--- config.mk ---
export PLATFORM = sky130hd
export DESIGN_NAME = sqvg_front
export DESIGN_NICKNAME = d
export VERILOG_FILES = /design/src/sv/sqvg_pkg.sv /design/src/sv/sqvg_front.sv
export SDC_FILE = /design/constraint.sdc
export NUM_CORES = 2
export LEC_CHECK = 0
export BUFFER_PORTS_ARGS = -buffer_cell sky130_fd_sc_hd__buf_2
export CORE_MARGIN = 4
export CORE_UTILIZATION = 54
export CTS_CLUSTER_SIZE = 20
export DETAILED_ROUTE_END_ITERATION = 7
export PLACE_DENSITY = 0.77
export SYNTH_ARGS = -nofsm -noshare
export SYNTH_HDL_FRONTEND = slang
export SYNTH_SLANG_ARGS = --single-unit
--- constraint.sdc ---
create_clock -name clk -period 22.5 [get_ports clk]
set_input_delay 6.75 -clock clk [delete_from_list [all_inputs] [get_ports clk]]
set_output_delay 6.75 -clock clk [all_outputs]
set_load 0.02 [all_outputs]
--- src/sv/sqvg_pkg.sv ---
// ----------------------------------------------------------------------------
// sqvg_pkg: shared types and constants of the sprite quad vertex generator
// Request codes, angle constants, arctangent table and the job record that
// travels from the front part to the back part.
// ----------------------------------------------------------------------------
package sqvg_pkg;

	// Request kinds carried in s_tuser.
	localparam logic [1:0] REQ_BEGIN = 2'd0;
	localparam logic [1:0] REQ_ADD   = 2'd1;
	localparam logic [1:0] REQ_END   = 2'd2;

	// Batch capacity, bounded by the 10-bit slot field.
	localparam int unsigned BATCH_SLOTS = 1024;
	localparam int unsigned SLOT_LIMIT  = (BATCH_SLOTS < 1024) ? BATCH_SLOTS : 1024;

	// Angles in units of 2^-16 degree.
	localparam logic [32:0] DEG360 = 33'd23592960;
	localparam logic [32:0] DEG180 = 33'd11796480;
	localparam logic [32:0] DEG90  = 33'd5898240;

	// CORDIC start value (gain compensation), Q2.30.
	localparam logic signed [33:0] CORDIC_GAIN = 34'sd652032874;
	localparam int unsigned CORDIC_STEPS = 16;

	// Texture coordinate ceiling, 1.0 in Q1.15.
	localparam logic [15:0] UV_ONE = 16'd32768;

	// Arctangent of 2^-i in 2^-16 degree units.
	function automatic logic signed [25:0] atan_lut(input logic [3:0] i);
		logic signed [25:0] r;
		begin
			unique case (i)
				4'd0:    r = 26'sd2949120;
				4'd1:    r = 26'sd1740967;
				4'd2:    r = 26'sd919879;
				4'd3:    r = 26'sd466945;
				4'd4:    r = 26'sd234379;
				4'd5:    r = 26'sd117304;
				4'd6:    r = 26'sd58666;
				4'd7:    r = 26'sd29335;
				4'd8:    r = 26'sd14668;
				4'd9:    r = 26'sd7334;
				4'd10:   r = 26'sd3667;
				4'd11:   r = 26'sd1833;
				4'd12:   r = 26'sd917;
				4'd13:   r = 26'sd458;
				4'd14:   r = 26'sd229;
				default: r = 26'sd115;
			endcase
			return r;
		end
	endfunction

	// One expanded sprite, or a reject marker.
	typedef struct packed {
		logic               reject;
		logic [9:0]         slot;
		logic signed [33:0] wp2;   // width - 2*pivot_x
		logic signed [33:0] wn2;   // -width - 2*pivot_x
		logic signed [33:0] hp2;   // height - 2*pivot_y
		logic signed [33:0] hn2;   // -height - 2*pivot_y
		logic signed [31:0] pos_x;
		logic signed [31:0] pos_y;
		logic signed [16:0] cos_v;
		logic signed [16:0] sin_v;
		logic [31:0]        color;
		logic [15:0]        umin;
		logic [15:0]        umax;
		logic [15:0]        vmin;
		logic [15:0]        vmax;
	} job_t;

endpackage

--- src/sv/sqvg_front.sv ---
// ----------------------------------------------------------------------------
// sqvg_front: request intake and sprite preparation
// Keeps the batch state, reduces the angle modulo 360 degrees, runs an
// iterative CORDIC for sin and cos, and hands one job per sprite onward.
// ----------------------------------------------------------------------------
module sqvg_front (
	input  logic            clk,
	input  logic            arst_n,
	input  logic            in_valid,
	output logic            in_ready,
	input  logic [1:0]      req_type,
	input  logic [319:0]    in_data,
	output logic            job_valid,
	output sqvg_pkg::job_t  job,
	input  logic            job_full
);

	localparam logic [2:0] ST_IDLE = 3'd0;
	localparam logic [2:0] ST_MOD  = 3'd1;
	localparam logic [2:0] ST_FOLD = 3'd2;
	localparam logic [2:0] ST_CORD = 3'd3;
	localparam logic [2:0] ST_FIN  = 3'd4;
	localparam logic [2:0] ST_PUSH = 3'd5;

	logic [2:0]         state_q;
	logic [3:0]         step_q;
	logic [10:0]        slot_count_q;
	logic               batch_open_q;
	logic               ang_neg_q;
	logic [32:0]        rem_q;
	logic signed [25:0] z_q;
	logic signed [33:0] x_q;
	logic signed [33:0] y_q;
	logic               flip_q;
	logic signed [16:0] cos_q;
	logic signed [16:0] sin_q;
	sqvg_pkg::job_t     job_q;
	sqvg_pkg::job_t     job_new;
	logic               add_reject;

	// Input field views.
	logic signed [31:0] f_pos_x, f_pos_y, f_width, f_height;
	logic signed [31:0] f_piv_x, f_piv_y, f_angle;
	logic [31:0]        f_color, f_uvmin, f_uvmax;

	assign f_pos_x  = in_data[31:0];
	assign f_pos_y  = in_data[63:32];
	assign f_width  = in_data[95:64];
	assign f_height = in_data[127:96];
	assign f_piv_x  = in_data[159:128];
	assign f_piv_y  = in_data[191:160];
	assign f_angle  = in_data[223:192];
	assign f_color  = in_data[255:224];
	assign f_uvmin  = in_data[287:256];
	assign f_uvmax  = in_data[319:288];

	assign in_ready  = (state_q == ST_IDLE);
	assign job_valid = (state_q == ST_PUSH);

	// The outgoing job carries the finished sin and cos.
	always_comb begin
		job       = job_q;
		job.cos_v = cos_q;
		job.sin_v = sin_q;
	end

	function automatic logic [15:0] uv_clamp(input logic [15:0] v);
		begin
			return (v > sqvg_pkg::UV_ONE) ? sqvg_pkg::UV_ONE : v;
		end
	endfunction

	// An add is turned away when the batch is closed or full.
	assign add_reject = !batch_open_q || (slot_count_q >= 11'(sqvg_pkg::SLOT_LIMIT));

	// Job fields taken from an accepted add.
	always_comb begin
		job_new = '0;
		if (add_reject) begin
			job_new.reject = 1'b1;
		end else begin
			job_new.reject = 1'b0;
			job_new.slot   = slot_count_q[9:0];
			job_new.wp2    = 34'(f_width) - (34'(f_piv_x) <<< 1);
			job_new.wn2    = -34'(f_width) - (34'(f_piv_x) <<< 1);
			job_new.hp2    = 34'(f_height) - (34'(f_piv_y) <<< 1);
			job_new.hn2    = -34'(f_height) - (34'(f_piv_y) <<< 1);
			job_new.pos_x  = f_pos_x;
			job_new.pos_y  = f_pos_y;
			job_new.color  = f_color;
			job_new.umin   = uv_clamp(f_uvmin[15:0]);
			job_new.vmin   = uv_clamp(f_uvmin[31:16]);
			job_new.umax   = uv_clamp(f_uvmax[15:0]);
			job_new.vmax   = uv_clamp(f_uvmax[31:16]);
		end
	end

	// Restoring modulo step: one power-of-two multiple of 360 degrees (128 down to 1) tried per cycle.
	logic [32:0] mod_sub;
	assign mod_sub = sqvg_pkg::DEG360 << (3'd7 - step_q[2:0]);

	// Angle into (-180,180] and then folded into [-90,90].
	logic signed [33:0] z_wrap, z_half;
	logic [32:0]        z_pos;
	always_comb begin
		z_pos = (ang_neg_q && rem_q != 33'd0) ? (sqvg_pkg::DEG360 - rem_q) : rem_q;
		z_wrap = (z_pos > sqvg_pkg::DEG180)
		       ? $signed({1'b0, z_pos}) - $signed({1'b0, sqvg_pkg::DEG360})
		       : $signed({1'b0, z_pos});
		z_half = z_wrap;
		if (z_wrap > $signed({1'b0, sqvg_pkg::DEG90})) begin
			z_half = z_wrap - $signed({1'b0, sqvg_pkg::DEG180});
		end else if (z_wrap < -$signed({1'b0, sqvg_pkg::DEG90})) begin
			z_half = z_wrap + $signed({1'b0, sqvg_pkg::DEG180});
		end
	end
	logic fold_flip;
	assign fold_flip = (z_wrap > $signed({1'b0, sqvg_pkg::DEG90}))
	                || (z_wrap < -$signed({1'b0, sqvg_pkg::DEG90}));

	// Rounding of the CORDIC outputs to Q1.15 with clamping and the fold sign.
	logic signed [18:0] xr, yr;
	logic signed [16:0] xc, yc;
	always_comb begin
		xr = 19'((x_q + 34'sd16384) >>> 15);
		yr = 19'((y_q + 34'sd16384) >>> 15);
		xc = (xr > 19'sd32768) ? 17'sd32768 : ((xr < -19'sd32768) ? -17'sd32768 : 17'(xr));
		yc = (yr > 19'sd32768) ? 17'sd32768 : ((yr < -19'sd32768) ? -17'sd32768 : 17'(yr));
	end

	// Request sequencing.
	always_ff @(posedge clk or negedge arst_n) begin
		if (!arst_n) begin
			state_q      <= ST_IDLE;
			step_q       <= 4'd0;
			slot_count_q <= 11'd0;
			batch_open_q <= 1'b0;
		end else begin
			unique case (state_q)
				ST_IDLE: begin
					if (in_valid) begin
						unique case (req_type)
							sqvg_pkg::REQ_BEGIN: begin
								batch_open_q <= 1'b1;
								slot_count_q <= 11'd0;
							end
							sqvg_pkg::REQ_END: begin
								batch_open_q <= 1'b0;
							end
							sqvg_pkg::REQ_ADD: begin
								if (add_reject) begin
									state_q <= ST_PUSH;
								end else begin
									slot_count_q <= slot_count_q + 11'd1;
									step_q       <= 4'd0;
									state_q      <= ST_MOD;
								end
							end
							default: begin
							end
						endcase
					end
				end
				ST_MOD: begin
					step_q <= step_q + 4'd1;
					if (step_q == 4'd7) begin
						state_q <= ST_FOLD;
					end
				end
				ST_FOLD: begin
					step_q  <= 4'd0;
					state_q <= ST_CORD;
				end
				ST_CORD: begin
					step_q <= step_q + 4'd1;
					if (step_q == 4'(sqvg_pkg::CORDIC_STEPS - 1)) begin
						state_q <= ST_FIN;
					end
				end
				ST_FIN: begin
					state_q <= ST_PUSH;
				end
				ST_PUSH: begin
					if (!job_full) begin
						state_q <= ST_IDLE;
					end
				end
				default: begin
					state_q <= ST_IDLE;
				end
			endcase
		end
	end

	// Datapath registers for the job under preparation.
	always_ff @(posedge clk) begin
		unique case (state_q)
			ST_IDLE: begin
				if (in_valid && req_type == sqvg_pkg::REQ_ADD) begin
					job_q     <= job_new;
					cos_q     <= 17'sd0;
					sin_q     <= 17'sd0;
					ang_neg_q <= f_angle[31];
					rem_q     <= f_angle[31] ? (33'd0 - 33'(f_angle)) : 33'(f_angle);
				end
			end
			ST_MOD: begin
				if (rem_q >= mod_sub) begin
					rem_q <= rem_q - mod_sub;
				end
			end
			ST_FOLD: begin
				z_q    <= 26'(z_half);
				flip_q <= fold_flip;
				x_q    <= sqvg_pkg::CORDIC_GAIN;
				y_q    <= 34'sd0;
			end
			ST_CORD: begin
				if (z_q >= 26'sd0) begin
					x_q <= x_q - (y_q >>> step_q);
					y_q <= y_q + (x_q >>> step_q);
					z_q <= z_q - sqvg_pkg::atan_lut(step_q);
				end else begin
					x_q <= x_q + (y_q >>> step_q);
					y_q <= y_q - (x_q >>> step_q);
					z_q <= z_q + sqvg_pkg::atan_lut(step_q);
				end
			end
			ST_FIN: begin
				cos_q <= flip_q ? -xc : xc;
				sin_q <= flip_q ? -yc : yc;
			end
			default: begin
			end
		endcase
	end

endmodule

==> results.ini <==
[status]
run_status = finished clean

[global_route]
grt_util_met2_pct = 47.6
grtUsageMet1_pct = 34.4
grt_util_met3_pct = 6.42
grt_pass1_wl_um = 174000
vias_in_the_first_global_route = 32300
grt_max_degree = 112
grt_overflow_total = 0
grt_usage_pct = 27.7
antenna_violations_before_repair = 17
busiest_layer = met2

[sta]
final_hold_viol_count = 0
finalSetupTns_ns = 0
slew_at_the_pin_closest_to_its_max_slew_limit_ns = 1.09
finalClockSkew_ns = 0.0222
final-max-slew-violation-count = 0
final_worst_path_cycle_share_pct = 47.2
period_needed_ns = 10.61
rsz0062_at_grt = no
relSlewSlack_pct = 26.6
setup_viol = 0
max_freq_ghz = 0.0942

[clocking]
numClockSinks = 487
holdBufCountCts = 0
tritoncts = done
cts-htree-levels = 2
cts-root-buf = clkbuf_16
postCtsSetupRepairBufs = 0
cts-buffers-inserted = 58
clock_insertion_delay_worst_skew_ns = 0.63
cts.repair.resized = 0
clk_path_buf_depth = 3
cts.reportedPaths.clkPinSlew_ns = 0.06

[synth]
dominantRegCellSynth = edfxtp_1
synth_edf_count = 468
yosys_warnings = 0
postSynthAreaPerCell_um2 = 9.21
synth.yosys.seq_area_share_pct = 37.1
mapped_nets = 4910
ys_async_rst_share_pct = 3.90
ys_seq_elements = 487
syn-cell-area_um2 = 39200
syn_inst = 4253
synth.lib_cells_used.distinct = 100

[critical_path]
regToRegEndpoint = y_q[32]
timing.critical_path.to_type = flip-flop
critPathCapture = job[292]
r2r-start = step_q[0]
worst_setup_path_start_kind = input port
regToRegSetupSlack_ns = 15.28
critPathKind = in2reg
timing.critical_path.from = in_data[66]
critical_path_peak_fanout = 3
worstRegToRegCells = 23
crit_required_ns = 22.84
arrival_ns = 10.96

[power_and_ir_drop]
leakage_nw = 19.0
pwr_density_cell_nw_per_um2 = 124
worst_ir_drop_vdd_uv = 81.5

[cells_and_area]
final_cell_count_no_fill = 5820
area.growth.synth_to_final_pct = 15.3
nets = 5476
most-common-layout-cells = buf_2 (668), nor2_1 (478), edfxtp_1 (468)
drive_above_1_share_pct = 18.7
mostFrequentLayoutCell = buf_2
fillerInstances = 6006

[floorplanning]
io_pins = 669
width_of_the_chip_um = 277
fp-row-count = 98
coreArea_um2 = 71700
dieHeight_um = 277
die_area_um2 = 76900
initial_utilization_pct = 54.6

[placed_design]
detailedPlacementHpwl_um = 85100
buffer_ports.inserted = 668
dp_cells = 5709
gp_congestion = 0.944

[route]
drtAntennaViolNets = 0
route.detailed.vias_per_inst = 5.80
number_of_detailed_route_iterations_in_the_first_pass = 6
num_vias = 33700
routed_len_inst_um = 19.1
remaining_design_rule_violation_count = 0
detail_route.iter0.violations = 2628
wl_um = 111000

[job]
max_cap_viol_count = 0

[worst_hold_path]
min-delay-path-class = reg2reg

[synthesized netlist by cell type (15+ instances only)]
| cell type | instances | area (um^2) |
|---|---|---|
| nor2_1 | 479 | 1800 |
| edfxtp_1 | 468 | 14100 |
| nand2_1 | 358 | 1340 |
| ha_1 | 324 | 4050 |
| o21ai_0 | 271 | 1360 |
| inv_1 | 262 | 983 |
| a21oi_1 | 221 | 1110 |
| xnor2_1 | 221 | 1940 |
| and2_1 | 203 | 1270 |
| xor2_1 | 158 | 1380 |
| clkbuf_1 | 138 | 518 |
| nor3_1 | 96 | 480 |
| nand3_1 | 91 | 455 |
| a21o_1 | 58 | 435 |
| o21a_1 | 57 | 428 |
| nand2b_1 | 55 | 344 |
| or3_1 | 53 | 332 |
| mux4_2 | 51 | 1150 |
| mux2i_1 | 50 | 500 |
| o31ai_1 | 50 | 375 |
| nor2b_1 | 45 | 282 |
| nand4_1 | 38 | 238 |
| and3_1 | 34 | 213 |
| o21bai_1 | 34 | 255 |
| buf_1 | 31 | 116 |
| nor4_1 | 31 | 194 |
| a31oi_1 | 27 | 169 |
| o211ai_1 | 27 | 203 |
| a211oi_1 | 25 | 188 |
| dfrtp_1 | 19 | 475 |
| or2_2 | 18 | 113 |
| nor3b_1 | 16 | 120 |
| o41ai_1 | 15 | 131 |
[cell type report]
cell class,instances,area (um^2),share of cell area (%)
Inverter,264,1000,2.22
Timing Repair Buffer,689,3500,7.76
Clock buffer,68,1500,3.32
Sequential cell,487,14500,32.2
Multi-Input combinational cell,3319,22900,50.8
Tap cell,950,1190,2.63
Clock inverter,38,465,1.03
Antenna cell,5,12.5,0.0277
[through the flow]
stage               power (mW)  hold slack [ns]  utilization (%)  cell area, um^2  worst slack, ns
floorplan                 3.92            0.442                -            39200             8.79
global placement          4.53            0.475             60.2            43200            11.45
detailed placement        4.59            0.480             60.2            43200            11.40
CTS                       5.60            0.500             62.9            45100            12.02
global route              6.06            0.526             62.9            45100            11.52
finish                    5.61            0.505             62.9            45100            11.89
[cell families (layout without fill, tap and decap cells)]
logic type      Yosys count  after routing  synth area share [%]
fa+ha+maj               331            331                  10.7
flops                   487            487                  37.1
compound gates          929            929                  15.2
mux                     116            116                  4.65
simple gates           1563           1563                  19.4
other cells               0              5                     0
buf+inv                 447           1059                  4.38
xor+xnor                380            380                  8.52
[state kept, by name (all words and copies together) (netlist names), 3 cells and up]
name / cells
x_q: 34
slot_count_q: 11
state_q: 3
y_q: 34
sin_q: 17
rem_q: 33
cos_q: 17
z_q: 26
job: 305
step_q: 4
[worst max-delay path, stage by stage]
cell and delay (ns):
buf_2 0.09, inv_1 0.07, ha_1 0.33, ha_1 0.30, a21o_1 0.16, a21o_1 0.21, a2111oi_0 0.86, o31ai_1 0.27
o31a_1 0.39, a211oi_1 0.28, o31a_1 0.21, nor2b_1 0.07, nor4_1 0.20, o41ai_1 0.18, a21o_1 0.20, a21oi_1 0.16
xor2_1 0.15, nor2_1 0.05
[per-layer routing]
layer  vias up  part of all wire, %
met4        10                  4.0
met3       241                  8.3
met2      1336                   48
li1      16400                    -
met1     15800                   39
met5         -                0.047
[worst min-delay path by stage]
| stage | slack (ns) | end | start | cells past startpoint |
|---|---|---|---|---|
| 6_report | 0.50 | batch_open_q | batch_open_q | 1 |
| 5_1_grt | 0.53 | batch_open_q | batch_open_q | 1 |
| 4_1_cts | 0.50 | batch_open_q | batch_open_q | 1 |
| 3_5_place_dp | 0.48 | batch_open_q | batch_open_q | 1 |
| 3_3_place_gp | 0.48 | batch_open_q | batch_open_q | 1 |
| 2_1_floorplan | 0.44 | batch_open_q | batch_open_q | 1 |
[power by group]
| part | internal [mW] | switching [mW] |
|---|---|---|
| Clock | 0.581 | 0.400 |
| Sequential | 1.21 | 0.153 |
| Combinational | 1.35 | 1.92 |
| Total | 3.13 | 2.48 |
Note: power is estimated with default switching activity, not from simulation.
