## src/sv/sqvg_pkg.sv

```systemverilog
// ----------------------------------------------------------------------------
// sqvg_pkg: shared types and constants of the sprite quad vertex generator
// Request codes, angle constants, arctangent table and the job record that
// travels from the front part to the back part.
// ----------------------------------------------------------------------------
package sqvg_pkg;

	// Request kinds carried in s_tuser.
	localparam logic [1:0] REQ_BEGIN = 2'd0;
	localparam logic [1:0] REQ_ADD   = 2'd1;
	localparam logic [1:0] REQ_END   = 2'd2;

	// Batch capacity, bounded by the 10-bit slot field.
	localparam int unsigned BATCH_SLOTS = 1024;
	localparam int unsigned SLOT_LIMIT  = (BATCH_SLOTS < 1024) ? BATCH_SLOTS : 1024;

	// Angles in units of 2^-16 degree.
	localparam logic [32:0] DEG360 = 33'd23592960;
	localparam logic [32:0] DEG180 = 33'd11796480;
	localparam logic [32:0] DEG90  = 33'd5898240;

	// CORDIC start value (gain compensation), Q2.30.
	localparam logic signed [33:0] CORDIC_GAIN = 34'sd652032874;
	localparam int unsigned CORDIC_STEPS = 16;

	// Texture coordinate ceiling, 1.0 in Q1.15.
	localparam logic [15:0] UV_ONE = 16'd32768;

	// Arctangent of 2^-i in 2^-16 degree units.
	function automatic logic signed [25:0] atan_lut(input logic [3:0] i);
		logic signed [25:0] r;
		begin
			unique case (i)
				4'd0:    r = 26'sd2949120;
				4'd1:    r = 26'sd1740967;
				4'd2:    r = 26'sd919879;
				4'd3:    r = 26'sd466945;
				4'd4:    r = 26'sd234379;
				4'd5:    r = 26'sd117304;
				4'd6:    r = 26'sd58666;
				4'd7:    r = 26'sd29335;
				4'd8:    r = 26'sd14668;
				4'd9:    r = 26'sd7334;
				4'd10:   r = 26'sd3667;
				4'd11:   r = 26'sd1833;
				4'd12:   r = 26'sd917;
				4'd13:   r = 26'sd458;
				4'd14:   r = 26'sd229;
				default: r = 26'sd115;
			endcase
			return r;
		end
	endfunction

	// One expanded sprite, or a reject marker.
	typedef struct packed {
		logic               reject;
		logic [9:0]         slot;
		logic signed [33:0] wp2;   // width - 2*pivot_x
		logic signed [33:0] wn2;   // -width - 2*pivot_x
		logic signed [33:0] hp2;   // height - 2*pivot_y
		logic signed [33:0] hn2;   // -height - 2*pivot_y
		logic signed [31:0] pos_x;
		logic signed [31:0] pos_y;
		logic signed [16:0] cos_v;
		logic signed [16:0] sin_v;
		logic [31:0]        color;
		logic [15:0]        umin;
		logic [15:0]        umax;
		logic [15:0]        vmin;
		logic [15:0]        vmax;
	} job_t;

endpackage

```

## src/sv/sqvg_queue.sv

```systemverilog
// ----------------------------------------------------------------------------
// sqvg_queue: two-entry job queue
// Decouples the front part from the back part so that each can stall alone.
// ----------------------------------------------------------------------------
module sqvg_queue (
	input  logic            clk,
	input  logic            arst_n,
	input  logic            push,
	input  sqvg_pkg::job_t  push_data,
	output logic            full,
	input  logic            pop,
	output logic            avail,
	output sqvg_pkg::job_t  head
);

	sqvg_pkg::job_t mem_q [2];
	logic           wr_q;
	logic           rd_q;
	logic [1:0]     cnt_q;

	assign full  = (cnt_q == 2'd2);
	assign avail = (cnt_q != 2'd0);
	assign head  = mem_q[rd_q];

	// Storage writes.
	always_ff @(posedge clk) begin
		if (push && !full) begin
			mem_q[wr_q] <= push_data;
		end
	end

	// Pointers and fill count.
	always_ff @(posedge clk or negedge arst_n) begin
		if (!arst_n) begin
			wr_q  <= 1'b0;
			rd_q  <= 1'b0;
			cnt_q <= 2'd0;
		end else begin
			if (push && !full) begin
				wr_q <= ~wr_q;
			end
			if (pop && avail) begin
				rd_q <= ~rd_q;
			end
			cnt_q <= cnt_q + {1'b0, (push && !full)} - {1'b0, (pop && avail)};
		end
	end

endmodule

```

## config.mk

```make
export PLATFORM = sky130hd
export DESIGN_NAME = sqvg_queue
export DESIGN_NICKNAME = d
export VERILOG_FILES = /design/src/sv/sqvg_pkg.sv /design/src/sv/sqvg_queue.sv
export SDC_FILE = /design/constraint.sdc
export NUM_CORES = 1
export LEC_CHECK = 0
export BUFFER_PORTS_ARGS = -buffer_cell sky130_fd_sc_hd__buf_4
export CAP_MARGIN = 0
export CORE_MARGIN = 5
export CORE_UTILIZATION = 35
export CTS_CLUSTER_DIAMETER = 40
export DETAILED_ROUTE_END_ITERATION = 8
export PLACE_DENSITY = 0.65
export SLEW_MARGIN = 20
export SYNTH_ARGS = -nofsm -noshare
export SYNTH_HDL_FRONTEND = slang
export SYNTH_SLANG_ARGS = --single-unit
```

## constraint.sdc

```tcl
create_clock -name clk -period 16.6 [get_ports clk]
set_input_delay 1.66 -clock clk [delete_from_list [all_inputs] [get_ports clk]]
set_output_delay 1.66 -clock clk [all_outputs]
set_load 0.01 [all_outputs]
```

==> results of run 1 <==
## worst max-delay path, stage by stage, from the launching register on
cell and delay [ps]:
dfrtp_4 910, buf_4 860, buf_4 940, mux2_2 460, buf_4 160
## synthesized netlist by cell type
cell type	n	area, sq um
or2_2	1	6.260
dfrtp_1	4	100.1
nor2_1	1	3.750
edfxtp_1	682	20480
buf_2	6	30.03
nand2b_1	1	6.260
xor2_1	1	8.760
buf_6	32	360.4
and3_1	1	6.260
xnor2_1	3	26.28
mux2_2	341	3840
nand2_1	1	3.750
ha_1	2	25.02
and2_1	1	6.260
inv_1	2	7.510
## layer usage
layer,up-vias,wire [um],part of all wire
met2,505,30800,0.53
met5,-,20,0.00034
met4,2,1903,0.033
met1,6418,20470,0.35
li1,5882,-,-
met3,112,5205,0.089
## placed cells by master, fill, tap and decap left out, drive strengths merged, types with 2 or more instances in the layout
cell type / n
inv: 17
bufinv: 14
ha: 2
edfxtp: 682
diode: 3
clkbuf: 104
xnor2: 3
clkinvlp: 9
mux2: 341
buf: 699
clkinv: 35
dfrtp: 4
## sequential cells by signal (all words and copies together) (netlist names)
register	flops
mem_q	682
wr_q	1
rd_q	1
cnt_q	2
## power breakdown
| group | internal (uW) | switching (uW) | total, uW | leakage (uW) |
|---|---|---|---|---|
| clock | 1290 | 770 | 2060 | 0.00160 |
| sequential | 2370 | 99.8 | 2470 | 0.00638 |
| combinational | 909 | 937 | 1850 | 0.00476 |
## cells by family (layout without fill, tap and decap cells)
logic type,after synthesis,after routing,synth area share
flip-flops,686,686,0.8262
multiplexers,341,341,0.1542
buffers and inverters,40,878,0.01597
AND/OR/NAND/NOR,6,6,0.001306
XOR/XNOR,4,4,0.001407
adder cells (fa/ha/maj),2,2,0.001004
other,0,3,0
## worst min-delay path by stage
stage	start	end	slack, ps	depth (start not counted)
2_1_floorplan	wr_q	wr_q	480	1
3_3_place_gp	cnt_q[0]	cnt_q[0]	500	1
3_5_place_dp	cnt_q[0]	cnt_q[0]	510	1
4_1_cts	cnt_q[0]	cnt_q[0]	530	1
5_1_grt	cnt_q[0]	cnt_q[0]	550	1
6_report	cnt_q[0]	cnt_q[0]	530	1
## area by class of cell
| type | count | area, sq um | area share |
|---|---|---|---|
| clock inverter | 73 | 924.6 | 0.02695 |
| multi-input combinational | 353 | 3945 | 0.1150 |
| timing repair buffer | 699 | 5260 | 0.1533 |
| sequential | 686 | 20580 | 0.5998 |
| tap | 940 | 1176 | 0.03427 |
| inverter | 2 | 7.507 | 0.0002188 |
| clock buffer | 104 | 2411 | 0.07026 |
| antenna | 3 | 7.507 | 0.0002188 |
## per-stage QoR
| stage | util | total power (uW) | cells |
|---|---|---|---|
| after floorplan | - | 3666 | 1079 |
| after global placement | 0.4408 | 4359 | 2680 |
| after detailed placement | 0.4408 | 4392 | 2680 |
| after CTS | 0.4882 | 6484 | 2857 |
| after global routing | 0.4883 | 6673 | 2859 |
| final | 0.4883 | 6380 | 2860 |
==> flow_metrics.tcl, run 1 <==
set metrics [dict create \
    status "finished, final reports clean" \
    drive_above_1_share 0.6265 \
    overflow 0 \
    slew_headroom 0.1590 \
    synth_warnings 0 \
    drv_slew 0 \
    drcViolationCount 0 \
    syn_inst 1079 \
    cts_buffer_depth 3 \
    syn_nets 1426 \
    yosysUniqueCellTypes 15 \
    syn2layout_area_growth_pct 37.76 \
    power.leakage_uw 0.01273 \
    grt.total_usage 0.1451 \
    postCtsResizedCells 0 \
    crit_path_max_fanout 77 \
    crit_end "head[63]" \
    globalRoute.busiestLayer "met2" \
    syn_area_per_cell_sq_um 23.09 \
    ant_nets 0 \
    reg2reg_from "cnt_q[1]" \
    viasPerCell 4.517 \
    core_sq_um 70270 \
    cp-startpoint "rd_q" \
    dp_slack_ps 11160 \
    initial_core_util 0.3545 \
    io_buffers 687 \
    htree_num_levels 3 \
    setup_ws_ps 10860 \
    clock-sinks 686 \
    grt_pass1_wl_um 85990 \
    r2r-end "mem_q[0][65]" \
    clk_latency_ps 630 \
    arrival_ps 4080 \
    cts_tree "yes" \
    clock-skew-final_ps 35.37 \
    rsz0062_at_grt "no" \
    cap_violations 0 \
    drt_iter0_drc 534 \
    ios 688 \
    dpl.hpwl_um 40350 \
    start_kind "register" \
    fin_nets 2183 \
    die_w_um 276.8 \
    via_count 12920 \
    powerDensity_nw_per_um2 185.9 \
    hold_slack_ps 526.2 \
    r2r_cells 6 \
    setup_viol 0 \
    cts-root-buf "clkbuf_16" \
    die_h_um 276.8 \
    syn_area_sq_um 24910 \
    cts_made_buffers 94 \
    use_met2 0.2628 \
    dpl-instance-area_sq_um 30970 \
    ys_seq_area_frac 0.8262 \
    cts_setup_buffers 0 \
    synth_seq_cells 686 \
    period_needed_ps 5739 \
    endpoint_kind "output pin" \
    ir_drop_mv 0.1333 \
    fmax_mhz 174.2 \
    grt_max_degree 170 \
    first_pass_iters 4 \
    stdcell_area_sq_um 34320 \
    critPathKind "reg2out" \
    use_met1 0.1513 \
    fillers 5804 \
    die-area_sq_um 76610 \
    grt_pass1_vias 14140 \
    path_clk_slew_ps 50 \
    wl_per_cell_um 20.42 \
    finalHoldViolCount 0 \
    cts_hold_buffers 0 \
    min_path_type "reg2reg" \
    required_ps 14940 \
    post-route-period-util 0.3457 \
    fin_tns_setup_ps 0 \
    met3_usage 0.05733 \
    place.gp.congestion 0.7954 \
    reg2reg_setup_slack_ps 12340 \
    antenna_found_initial 4 \
    tightest_slew_ps 1261 \
    routed_wl_um 58400 \
    rows 97 \
]
Note: power is estimated with default switching activity, not from simulation.
==> inputs of run 2 (changes only) <==
--- a/config.mk
+++ b/config.mk
@@ -11,7 +11,7 @@
 export CORE_UTILIZATION = 35
 export CTS_CLUSTER_DIAMETER = 40
 export DETAILED_ROUTE_END_ITERATION = 8
-export PLACE_DENSITY = 0.65
+export PLACE_DENSITY = 0.63
 export SLEW_MARGIN = 20
 export SYNTH_ARGS = -nofsm -noshare
 export SYNTH_HDL_FRONTEND = slang
==> constraint.sdc (replaced) <==
create_clock -name clk -period 5.7 [get_ports clk]
set_input_delay 0.57 -clock clk [delete_from_list [all_inputs] [get_ports clk]]
set_output_delay 0.57 -clock clk [all_outputs]
set_load 0.01 [all_outputs]
==> run 2 against run 1 <==
Clock skew fell by 5.6 ps; non-clock buffer count fell by 2; cell count rose by 0.21%; combinational power rose to 2.9 times the previous value; die area did not move; sequential power rose to 2.9 times the previous value; global-route usage rose by 1.1 points; largest power group unchanged.
==> flow_metrics.tcl, run 2 (synthesis gave the netlist of run 1 again) <==
set metrics [dict create \
    cts_buffer_depth 3 \
    clkPwrFrac 0.321 \
    routed_wl_um 62640 \
    finalHoldViolCount 0 \
    path_clk_slew_ps 50 \
    clock-sinks 686 \
    rsz0062_at_grt "no" \
    p_seq_frac 0.388 \
    clk_latency_ps 650 \
    cts_tree "yes" \
    ir_drop_mv 0.6653 \
    core_sq_um 70270 \
    syn2layout_area_growth_pct 38.28 \
    wl_per_cell_um 21.85 \
    grt_pass1_vias 14320 \
    critPathKind "reg2out" \
    required_ps 5130 \
    multiInputGateArea_sq_um 3969 \
    drive_above_1_share 0.6280 \
    tightest_slew_ps 1159 \
    reg_top3 "mem_q x682, cnt_q x2" \
    powerDensity_nw_per_um2 542.1 \
    clock-skew-final_ps 29.75 \
    die_w_um 276.8 \
    p_sw_uw 5351 \
    cts_made_buffers 98 \
    overflow 0 \
    viasPerCell 4.566 \
    crit_path_max_fanout 126 \
    die_h_um 276.8 \
    io_buffers 687 \
    dpl.hpwl_um 43790 \
    layout_commonest_cell "buf_4" \
    fmax_mhz 304.6 \
    antenna_found_initial 4 \
    fillers 5796 \
    min_path_type "in2reg" \
    dp.cells 2677 \
    arrival_ps 2710 \
    ios 688 \
    period_needed_ps 3283 \
    fin_nets 2185 \
    endpoint_kind "output pin" \
    cap_violations 0 \
    power_frac_comb 0.291 \
    seqCellArea_sq_um 20580 \
    rows 97 \
    intPower_uw 13320 \
    place.gp.congestion 0.8256 \
    utilization 0.4902 \
    die-area_sq_um 76610 \
    mostFrequentLayoutCells "buf_4, edfxtp_1, mux2_2, clkbuf_16, clkinv_2" \
    cts-root-buf "clkbuf_16" \
    initial_core_util 0.3545 \
    post-route-period-util 0.5760 \
    grt_max_degree 157 \
    cts_setup_buffers 0 \
    first_pass_iters 4 \
    start_kind "register" \
    drv_slew 0 \
    largest_reg_flops 682 \
    via_count 13090 \
    switching_share 0.2866 \
    drcViolationCount 0 \
    slew_headroom 0.2272 \
    fin_cells 2866 \
    htree_num_levels 3 \
    status "finished, final reports clean" \
    setup_viol 0 \
    power.leakage_uw 0.01279 \
    ant_nets 0 \
    grt.total_usage 0.1561 \
    largest-register "mem_q" \
    drt_iter0_drc 786 \
    grt_pass1_wl_um 90660 \
]
==> run 2: power groups by stage <==
stage / Sequential, uW / Clock, uW / Combinational (uW)
6_report: 7240 / 6000 / 5430
4_1_cts: 7250 / 6160 / 5540
3_3_place_gp: 7310 / 0 / 5460
2_1_floorplan: 7360 / 0 / 3100
5_1_grt: 7320 / 6410 / 5790
3_5_place_dp: 7350 / 0 / 5510
==> run 2: final cells by class <==
type	instances	share of cell area
Timing Repair Buffer	697	0.1545
Multi-Input combinational cell	353	0.1152
Tap cell	940	0.03414
Clock inverter	70	0.02452
Antenna cell	4	0.0002906
Inverter	2	0.0002179
Sequential cell	686	0.5976
Clock buffer	114	0.07352
==> run 2: per-layer routing <==
layer / part of all wire / global-route usage / up-vias
li1: - / - / 5889
met1: 0.35 / 0.1672 / 6516
met2: 0.52 / 0.2773 / 565
met3: 0.093 / 0.06188 / 117
met4: 0.035 / 0.06129 / 0
met5: 0 / 0 / -
==> run 2: repair_timing <==
item / in CTS / in global routing
hold buffers: 1 / 0
resized for setup: 0 / 0
endpoints found under the hold margin: 4 / 0
==> run 2: worst max-delay path: stages, from the launching register on <==
cell	delay, ps
dfrtp_4	790
buf_12	480
mux2_2	430
buf_4	150
==> run 2: path summary, 6_finish.rpt <==
kind                                  to  slack (ps)          start  cells after the start
max                            head[289]        2420           rd_q                      3
min                         mem_q[0][55]         100  push_data[55]                      1
max reg2reg                mem_q[0][301]        3640       cnt_q[1]                      4
min reg2reg                     cnt_q[0]         540       cnt_q[0]                      1
max in group asynchronous           rd_q        5240         arst_n                      2
min in group asynchronous       cnt_q[0]         340         arst_n                      2
==> run 2: through the flow <==
stage / setup WS (ps) / TNS (ps) / instance area, sq um / power, uW / hold WS, ps
floorplan: -367.3 / -125240 / 24940 / 10460 / 274.4
global placement: 3088 / 0 / 31050 / 12770 / 369.3
detailed placement: 3072 / 0 / 31050 / 12860 / 370.4
CTS: 2377 / 0 / 34440 / 18960 / 43.12
global route: 2306 / 0 / 34450 / 19530 / 49.20
finish: 2417 / 0 / 34450 / 18670 / 104.4
==> inputs of run 3 (changes only) <==
==> constraint.sdc (replaced) <==
create_clock -name clk -period 3.2 [get_ports clk]
set_input_delay 0.32 -clock clk [delete_from_list [all_inputs] [get_ports clk]]
set_output_delay 0.32 -clock clk [all_outputs]
set_load 0.01 [all_outputs]
==> run 3 against run 2 <==
Global-route usage increased by 0.34 points; final area increased by 10%; sequential power is 77% higher; largest cell class unchanged; largest power group unchanged; highest routed layer is now met5.
==> flow_metrics.tcl, run 3 (synthesis gave the netlist of run 1 again) <==
set metrics [dict create \
    die-area_sq_um 76610 \
    intPower_uw 24050 \
    p_sw_uw 9714 \
    dpl.hpwl_um 42980 \
    clk_latency_ps 630 \
    p_seq_frac 0.379 \
    syn2layout_area_growth_pct 52.72 \
    dpl-instance-area_sq_um 31310 \
    mostFrequentLayoutCells "buf_4, edfxtp_1, dlygate4sd3_1, mux2_2, clkbuf_16" \
    rows 97 \
    io_buffers 687 \
    core_sq_um 70270 \
    grt_pass1_vias 15890 \
    clkPwrFrac 0.311 \
    grt_max_degree 127 \
    reg_top3 "mem_q x682, cnt_q x2" \
    start_kind "register" \
    wl_per_cell_um 19.89 \
    setup_viol 0 \
    required_ps 2880 \
    slew_headroom 0.4119 \
    slowest_stage "dfrtp_4" \
    path_cells "buf_4 -> mux2_2 -> buf_4" \
    cp_num_cells 3 \
    crit_family "flip-flops" \
    ios 688 \
    critical_path.max_stage_delay_ps 770 \
    powerDensity_nw_per_um2 887.5 \
    tightest_slew_ps 882.1 \
    reg2reg_from "cnt_q[1]" \
    postCtsResizedCells 0 \
    crit_path_max_fanout 46 \
    first_pass_iters 5 \
    viasPerCell 4.513 \
    die_w_um 276.8 \
    period_needed_ps 2917 \
    critPathKind "reg2out" \
    fmax_mhz 342.9 \
    cp_common_cell "buf_4" \
    utilization 0.5414 \
    power.leakage_uw 0.01431 \
    cts_made_buffers 99 \
    layout_commonest_cell "buf_4" \
    initial_core_util 0.3545 \
    cts_buffer_depth 3 \
    drive_above_1_share 0.5356 \
    drcViolationCount 0 \
    arrival_ps 2600 \
    antenna_found_initial 3 \
    ant_nets 0 \
    routed_wl_um 64290 \
    cap_violations 0 \
    cts-root-buf "clkbuf_16" \
    rsz0062_at_grt "no" \
    fin_nets 2558 \
    min_path_type "in2async" \
    power_frac_comb 0.310 \
    endpoint_kind "output pin" \
    cts_tree "yes" \
    path_clk_slew_ps 50 \
    drt_iter0_drc 683 \
    post-route-period-util 0.9114 \
    switching_share 0.2877 \
    clock-sinks 686 \
    overflow 0 \
    drv_slew 0 \
    grt_pass1_wl_um 95200 \
    cp-startpoint "rd_q" \
    stdcell_area_sq_um 38040 \
    setup_ws_ps 283.4 \
    htree_num_levels 3 \
    die_h_um 276.8 \
    cp_num_buf_inv 2 \
    dp_slack_ps 863.2 \
    largest_reg_flops 682 \
    grt.total_usage 0.1595 \
    via_count 14590 \
    clock-skew-final_ps 21.78 \
    ir_drop_mv 0.5439 \
    place.gp.congestion 0.8081 \
    finalHoldViolCount 0 \
    r2r_cells 4 \
    status "finished, final reports clean" \
    largest-register "mem_q" \
]
==> run 3: cell types whose count changed in the layout (fill, tap and decap cells not counted), sizes merged <==
cell,change
buf,+29
bufinv,-2
clkbuf,+2
clkinv,-12
clkinvlp,+4
diode,-2
dlygate4sd3,+343
inv,+5
==> run 3: path summary, 6_finish.rpt <==
path	endpoint	slack, ps
max	head[169]	280
min	rd_q	120
max reg2reg	mem_q[1][187]	1180
min reg2reg	cnt_q[0]	520
max in group asynchronous	rd_q	2960
min in group clk	mem_q[1][159]	420
==> run 3: timing repair <==
action | in CTS | in global routing
hold buffers | 344 | 0
endpoints found under the setup margin | 0 | 0
buffers inserted | 0 | 0
hold endpoints to repair | 688 | 0
==> run 3: cell type report <==
cell class              instances  area (sq um)
multi-input cells             353          3948
inverters                       2         7.507
repair buffers               1069          9036
clock buffers                 116          2562
diodes                          2         5.005
flip-flops and latches        686         20580
well taps                     940          1176
fillers                      5286         32230
clock inverters                65         724.4
==> run 3: routing by layer <==
| layer | vias to the layer above | GRT usage | wire length, um |
|---|---|---|---|
| met4 | 2 | 0.06091 | 2101 |
| li1 | 6623 | - | - |
| met3 | 125 | 0.04957 | 4928 |
| met1 | 7220 | 0.1814 | 23370 |
| met5 | - | 0 | 13 |
| met2 | 619 | 0.2824 | 33880 |
==> run 3: metrics by stage <==
stage / setup TNS (ps) / hold slack (ps) / total power [uW] / std cells
floorplan: -1623780 / 24.41 / 18610 / 1079
detailed placement: 0 / 125.2 / 23150 / 2706
CTS: 0 / 78.92 / 34200 / 3231
global route: 0 / 84.05 / 35270 / 3232
finish: 0 / 121.6 / 33760 / 3233
global placement: 0 / 122.7 / 23030 / 2706
==> run 3: power by group through the flow <==
stage	clock network (uW)	registers, uW	logic, uW
floorplan	0	13100	5500
global route	11200	12900	11100
global placement	0	12900	10200
CTS	10800	12800	10600
finish	10500	12800	10500
detailed placement	0	13000	10200
==> run 3: worst reg2reg max path: stages, from the launching register on <==
cell      delay, ps
dfrtp_1         400
nand2b_1        140
and3_4          520
buf_12          270
buf_4           350
